### src/rtl/core/mrce_pkg.sv
// ----------------------------------------------------------------------------
// mrce_pkg: shared types and constants of the masked rectangle clear engine
// Surface geometry, store sizing and the controller/datapath link types.
// ----------------------------------------------------------------------------
package mrce_pkg;

  localparam int unsigned MaxWidth   = 128;
  localparam int unsigned MaxHeight  = 128;
  localparam int unsigned PixelBits  = 32;
  localparam int unsigned StoreDepth = MaxWidth * MaxHeight;
  localparam int unsigned AddrBits   = $clog2(StoreDepth);
  localparam int unsigned CoordBits  = 7;
  localparam int unsigned SizeBits   = 8;
  localparam int unsigned CfgBits    = 8;

  // configuration register indexes
  localparam logic CFG_BUFFER_WIDTH  = 1'b0;
  localparam logic CFG_BUFFER_HEIGHT = 1'b1;

  // command codes
  localparam logic FUNC_CLEAR = 1'b0;
  localparam logic FUNC_READ  = 1'b1;

  typedef logic [PixelBits-1:0] pixel_t;
  typedef logic [AddrBits-1:0]  addr_t;

  // controller to datapath
  typedef struct packed {
    logic load;      // capture the accepted command
    logic start;     // set up the rectangle sweep
    logic step;      // read one pixel of the sweep and advance
    logic rd_pix;    // read the single addressed pixel
    logic out_load;  // load the result register
  } mrce_cmd_t;

  // datapath to controller
  typedef struct packed {
    logic is_read;   // held command is a pixel read
    logic clr_any;   // held clear touches at least one pixel
    logic last;      // current sweep pixel is the final one
  } mrce_stat_t;

endpackage

### src/rtl/core/mrce_ctrl.sv
// ----------------------------------------------------------------------------
// mrce_ctrl: command sequencer
// Accepts one command, runs the clear sweep or the pixel read, and hands the
// result to the output register.
// ----------------------------------------------------------------------------
module mrce_ctrl (
  input  logic                clk_i,
  input  logic                rst_ni,
  input  logic                in_valid_i,
  output logic                in_stall_o,
  output logic                out_valid_o,
  input  logic                out_stall_i,
  input  mrce_pkg::mrce_stat_t stat_i,
  output mrce_pkg::mrce_cmd_t  cmd_o
);
  import mrce_pkg::*;

  localparam logic [2:0] ST_IDLE   = 3'd0;
  localparam logic [2:0] ST_DECODE = 3'd1;
  localparam logic [2:0] ST_CLEAR  = 3'd2;
  localparam logic [2:0] ST_DRAIN  = 3'd3;
  localparam logic [2:0] ST_RDWAIT = 3'd4;
  localparam logic [2:0] ST_DONE   = 3'd5;

  logic [2:0] state_q, state_d;
  logic       out_valid_q, out_valid_d;
  logic       out_free;

  assign out_free = !out_valid_q || !out_stall_i;

  always_comb begin
    state_d = state_q;
    cmd_o   = '0;
    case (state_q)
      ST_IDLE: begin
        if (in_valid_i) begin
          cmd_o.load = 1'b1;
          state_d    = ST_DECODE;
        end
      end
      ST_DECODE: begin
        if (stat_i.is_read) begin
          cmd_o.rd_pix = 1'b1;
          state_d      = ST_RDWAIT;
        end else if (stat_i.clr_any) begin
          cmd_o.start = 1'b1;
          state_d     = ST_CLEAR;
        end else begin
          state_d = ST_DONE;
        end
      end
      ST_CLEAR: begin
        cmd_o.step = 1'b1;
        if (stat_i.last) begin
          state_d = ST_DRAIN;
        end
      end
      // final write-back of the sweep lands here
      ST_DRAIN:  state_d = ST_DONE;
      ST_RDWAIT: state_d = ST_DONE;
      ST_DONE: begin
        if (out_free) begin
          cmd_o.out_load = 1'b1;
          state_d        = ST_IDLE;
        end
      end
      default: state_d = ST_IDLE;
    endcase
  end

  always_comb begin
    out_valid_d = out_valid_q;
    if (out_valid_q && !out_stall_i) begin
      out_valid_d = 1'b0;
    end
    if (cmd_o.out_load) begin
      out_valid_d = 1'b1;
    end
  end

  always_ff @(posedge clk_i or negedge rst_ni) begin
    if (!rst_ni) begin
      state_q     <= ST_IDLE;
      out_valid_q <= 1'b0;
    end else begin
      state_q     <= state_d;
      out_valid_q <= out_valid_d;
    end
  end

  assign in_stall_o  = (state_q != ST_IDLE);
  assign out_valid_o = out_valid_q;

endmodule

### config.mk
export PLATFORM = sky130hd
export DESIGN_NAME = mrce_ctrl
export DESIGN_NICKNAME = d
export VERILOG_FILES = /design/src/rtl/core/mrce_pkg.sv /design/src/rtl/core/mrce_ctrl.sv
export SDC_FILE = /design/constraint.sdc
export NUM_CORES = 1
export LEC_CHECK = 0
export ABC_AREA = 0
export BUFFER_PORTS_ARGS = -buffer_cell sky130_fd_sc_hd__buf_2
export CAP_MARGIN = 10
export CORE_AREA = 2 2 39 41
export CTS_CLUSTER_DIAMETER = 40
export DETAILED_ROUTE_END_ITERATION = 16
export DIE_AREA = 0 0 41 43
export PLACE_DENSITY = 0.46
export REMOVE_ABC_BUFFERS = 1
export SLEW_MARGIN = 20
export SYNTH_ARGS = -nofsm -noshare
export SYNTH_HDL_FRONTEND = slang
export SYNTH_SLANG_ARGS = --single-unit
### constraint.sdc
create_clock -name clk_i -period 2.22 [get_ports clk_i]
set_input_delay 0.111 -clock clk_i [delete_from_list [all_inputs] [get_ports clk_i]]
set_output_delay 0.111 -clock clk_i [all_outputs]
set_load 0.1 [all_outputs]
* Word-level counts from Yosys, hierarchy flattened *
Cells that the tools add are included.
W data, S select, Z words.

storage, ports and cells
  register bits after elaboration = 4
  bits of input ports = 7
  output and inout bits = 7
  logic and storage cells = 37

operators by class
  equal/unequal tests = 8
  muxes and demuxes = 18
  reductions and logical operators = 9

operator list
  kind                  count
  $mux W3               5
  $pmux W3 S5           1
  $mux W1               12
  $eq A3 B2 Y1 const B  2
  $eq A3 B3 Y1 const B  2
  $ne A2 B2 Y1 const B  3
  $eq A3 B1 Y1 const B  1
  $logic_not A3 Y1      1
  $reduce_and A3 Y1     1
  $reduce_bool A3 Y1    1
  $logic_not A1 Y1      2
  $reduce_bool A2 Y1    1
  $reduce_or A2 Y1      1
  $logic_and A1 B1 Y1   1
  $logic_or A1 B1 Y1    1

* Longest topological paths before layout *
  depth after elaboration = 5
  mapped depth = 4
  depth with buffers taken out = 3

* Least setup slack after synthesis *
Ideal clock, no wire load.

  path type = flip-flop to output port
  start point = register state_q[2]
  end point = output port cmd_o[3] (netlist name)
  data arrival time = 1923 ps
  data required time = 2109 ps
  setup slack = 186 ps
  stages on the path, launching flop included = 4
  path buffers = 0
  path through = dfrtp_1 nor2_1 nand2_1 nor2_1

RTL lines
  element                 RTL line         RTL
  start, declared         mrce_ctrl.sv:25  logic [2:0] state_q, state_d;
  start signal, assigned  mrce_ctrl.sv:86  state_q <= state_d;
  end, declared           mrce_ctrl.sv:14  output mrce_pkg::mrce_cmd_t cmd_o

==> impl_metrics.tcl <==
set metrics [dict create \
    status "finished clean" \
    drt_iter0_drc 0 \
    netlist_area_um2 251.5 \
    start_util 0.1817 \
    core_mm2 0.001384 \
    dp_hpwl_um 424.9 \
    fmax_mhz 597.3 \
    die_h_um 43 \
    cap_violations 0 \
    ys_seq_area_frac 0.3980 \
    yosysWarningCount 0 \
    arrival_ps 1560 \
    rsz0062_at_grt "false" \
    viasPerCell 3.935 \
    antennaDiodeCount 0 \
    ctsHoldBuffers 1 \
    crit_family "simple AND/OR/NAND/NOR gates" \
    clk_pin_slew_worst_paths_ps 30 \
    setup_violations 0 \
    cpMaxStageDelayCell "dfrtp_1" \
    crit_chain "or3_4 -> nor2_2 -> buf_2" \
    cp_num_buf_inv 1 \
    busiest_layer "met2" \
    syn2layout_area_growth_pct 43.78 \
    synth_cell_types 16 \
    cp.depth 3 \
    cts_setup_buffers 0 \
    fillers 170 \
    met1_usage 0.07869 \
    clockBufferDepth 2 \
    routed_wl_um 498 \
    num_vias 244 \
    grt_usage 0.07475 \
    wire_per_inst_um 8.032 \
    route.detailed.drc 0 \
    slew_headroom 0.6790 \
    period_share 0.7542 \
    crit_type "reg2out" \
    max_stage_delay_ps 440 \
    hold_depth 3 \
    end_kind "output pin" \
    portBuffers 13 \
    htree_levels 1 \
    fp.dieArea_mm2 0.001763 \
    cts_resized 0 \
    drive_gt1_frac 0.4130 \
    clkSinkCount 4 \
    cts_buffers 3 \
    crit_path_start_kind "register" \
    nNetsFinal 55 \
    hp-class "in2reg" \
    cts-root-buf "clkbuf_4" \
    grtUsageMet2 0.1094 \
    row_count 14 \
    hold_viol_final 0 \
    grt_pass1_wl_um 862 \
    tightestPinTransition_ps 484.8 \
    grt_start_max_net_pins 10 \
    crit_fanout 9 \
    use_met3 0.01571 \
    synth-seq-cells 4 \
    clk_latency_ps 230 \
    critPathRequiredTime_ps 2110 \
    avgSynthCellArea_um2 8.383 \
    synthCells 30 \
    ioPinCount 14 \
    stdcell_count 62 \
    antenna_found_initial 0 \
    slew_violations 0 \
    drtAntennaViolNets 0 \
    clock_skew_ps 1.236 \
    gp_congestion 0.6124 \
    die_x_um 41 \
    gr-total-overflow 0 \
    dp_cells 58 \
    firstDrtPassIters 1 \
    tritoncts "done" \
    min_period_ps 1674 \
    grt_pass1_vias 247 \
    rr_worst_depth 3 \
]
layout by cell type, fill, tap and decap left out:
cell type and count:
nand2b_1 3, o2111a_1 1, nor2_2 1, dlygate4sd3_1 1, and3_2 1, buf_2 13, nand2_1 5, nor2b_1 1
or3_4 1, clkbuf_4 3, o211ai_1 1, o21a_1 2, a21boi_1 1, a21oi_1 2, inv_1 1, nor2_1 4
dfrtp_1 4, o21ai_1 1
synthesized netlist by cell type (all sizes together):
master | n | share of area
a21boi | 1 | 0.030
a21oi | 2 | 0.040
and3 | 1 | 0.030
buf | 1 | 0.030
dfrtp | 4 | 0.40
inv | 1 | 0.015
nand2 | 5 | 0.075
nand2b | 3 | 0.075
nor2 | 5 | 0.085
nor2b | 1 | 0.025
o2111a | 1 | 0.045
o211ai | 1 | 0.030
o21a | 2 | 0.060
o21ai | 1 | 0.020
or3 | 1 | 0.045
worst reg2reg max path, stage by stage, from the launching register on:
cell and delay (ps):
dfrtp_1 440, a21boi_1 160, o21ai_1 160, o2111a_1 200
layer usage:
metal | vias to the layer above | wire length [µm]
met5 | - | 0
met3 | 0 | 36
met2 | 6 | 272
li1 | 134 | -
met4 | 0 | 0
met1 | 104 | 189
final timing paths:
check	start	to	slack, ps
max	state_q[0]	cmd_o[4]	550
min	out_stall_i	out_valid_o	110
max reg2reg	state_q[0]	state_q[0]	1190
min reg2reg	out_valid_o	out_valid_o	510
max in group asynchronous	rst_ni	state_q[1]	1890
min in group asynchronous	rst_ni	state_q[2]	210
sequential cells by signal, summed over array words and instances, names as in the netlist:
name / cells
state_q: 3
out_valid_o: 1
logic make-up (layout without fill, tap and decap cells):
| kind of cell | after synthesis | after routing | share of synthesized area |
|---|---|---|---|
| AOI/OAI and AO/OA | 8 | 8 | 0.2239 |
| buffers and inverters | 2 | 18 | 0.04477 |
| DFF | 4 | 4 | 0.3980 |
| and+or+nand+nor | 16 | 16 | 0.3334 |
layout make-up:
type / count / area, µm² / share of cell area
Inverter: 1 / 3.754 / 0.01038
Clock buffer: 3 / 22.52 / 0.06228
Sequential cell: 4 / 100.1 / 0.2768
Timing Repair Buffer: 14 / 75.07 / 0.2076
Multi-Input combinational cell: 24 / 140.1 / 0.3875
Tap cell: 16 / 20.02 / 0.05536
metrics by stage:
| step | worst slack [ps] | hold WS (ps) | TNS, ps | cell area, µm² | utilization |
|---|---|---|---|---|---|
| finish | 545.8 | 113.2 | 0 | 361.6 | 0.2613 |
| global route | 416.6 | 149.9 | 0 | 361.6 | 0.2613 |
| CTS | 532.1 | 106.2 | 0 | 361.6 | 0.2613 |
| detailed placement | 787.8 | -81.09 | 0 | 329.1 | 0.2378 |
| global placement | 783.6 | -81.27 | 0 | 329.1 | 0.2378 |
| floorplan | -251.8 | -184.6 | -251.8 | 244.0 | - |
Power is not shown: default switching activity piles up to over one toggle a cycle in this logic, so the estimate is an artifact.
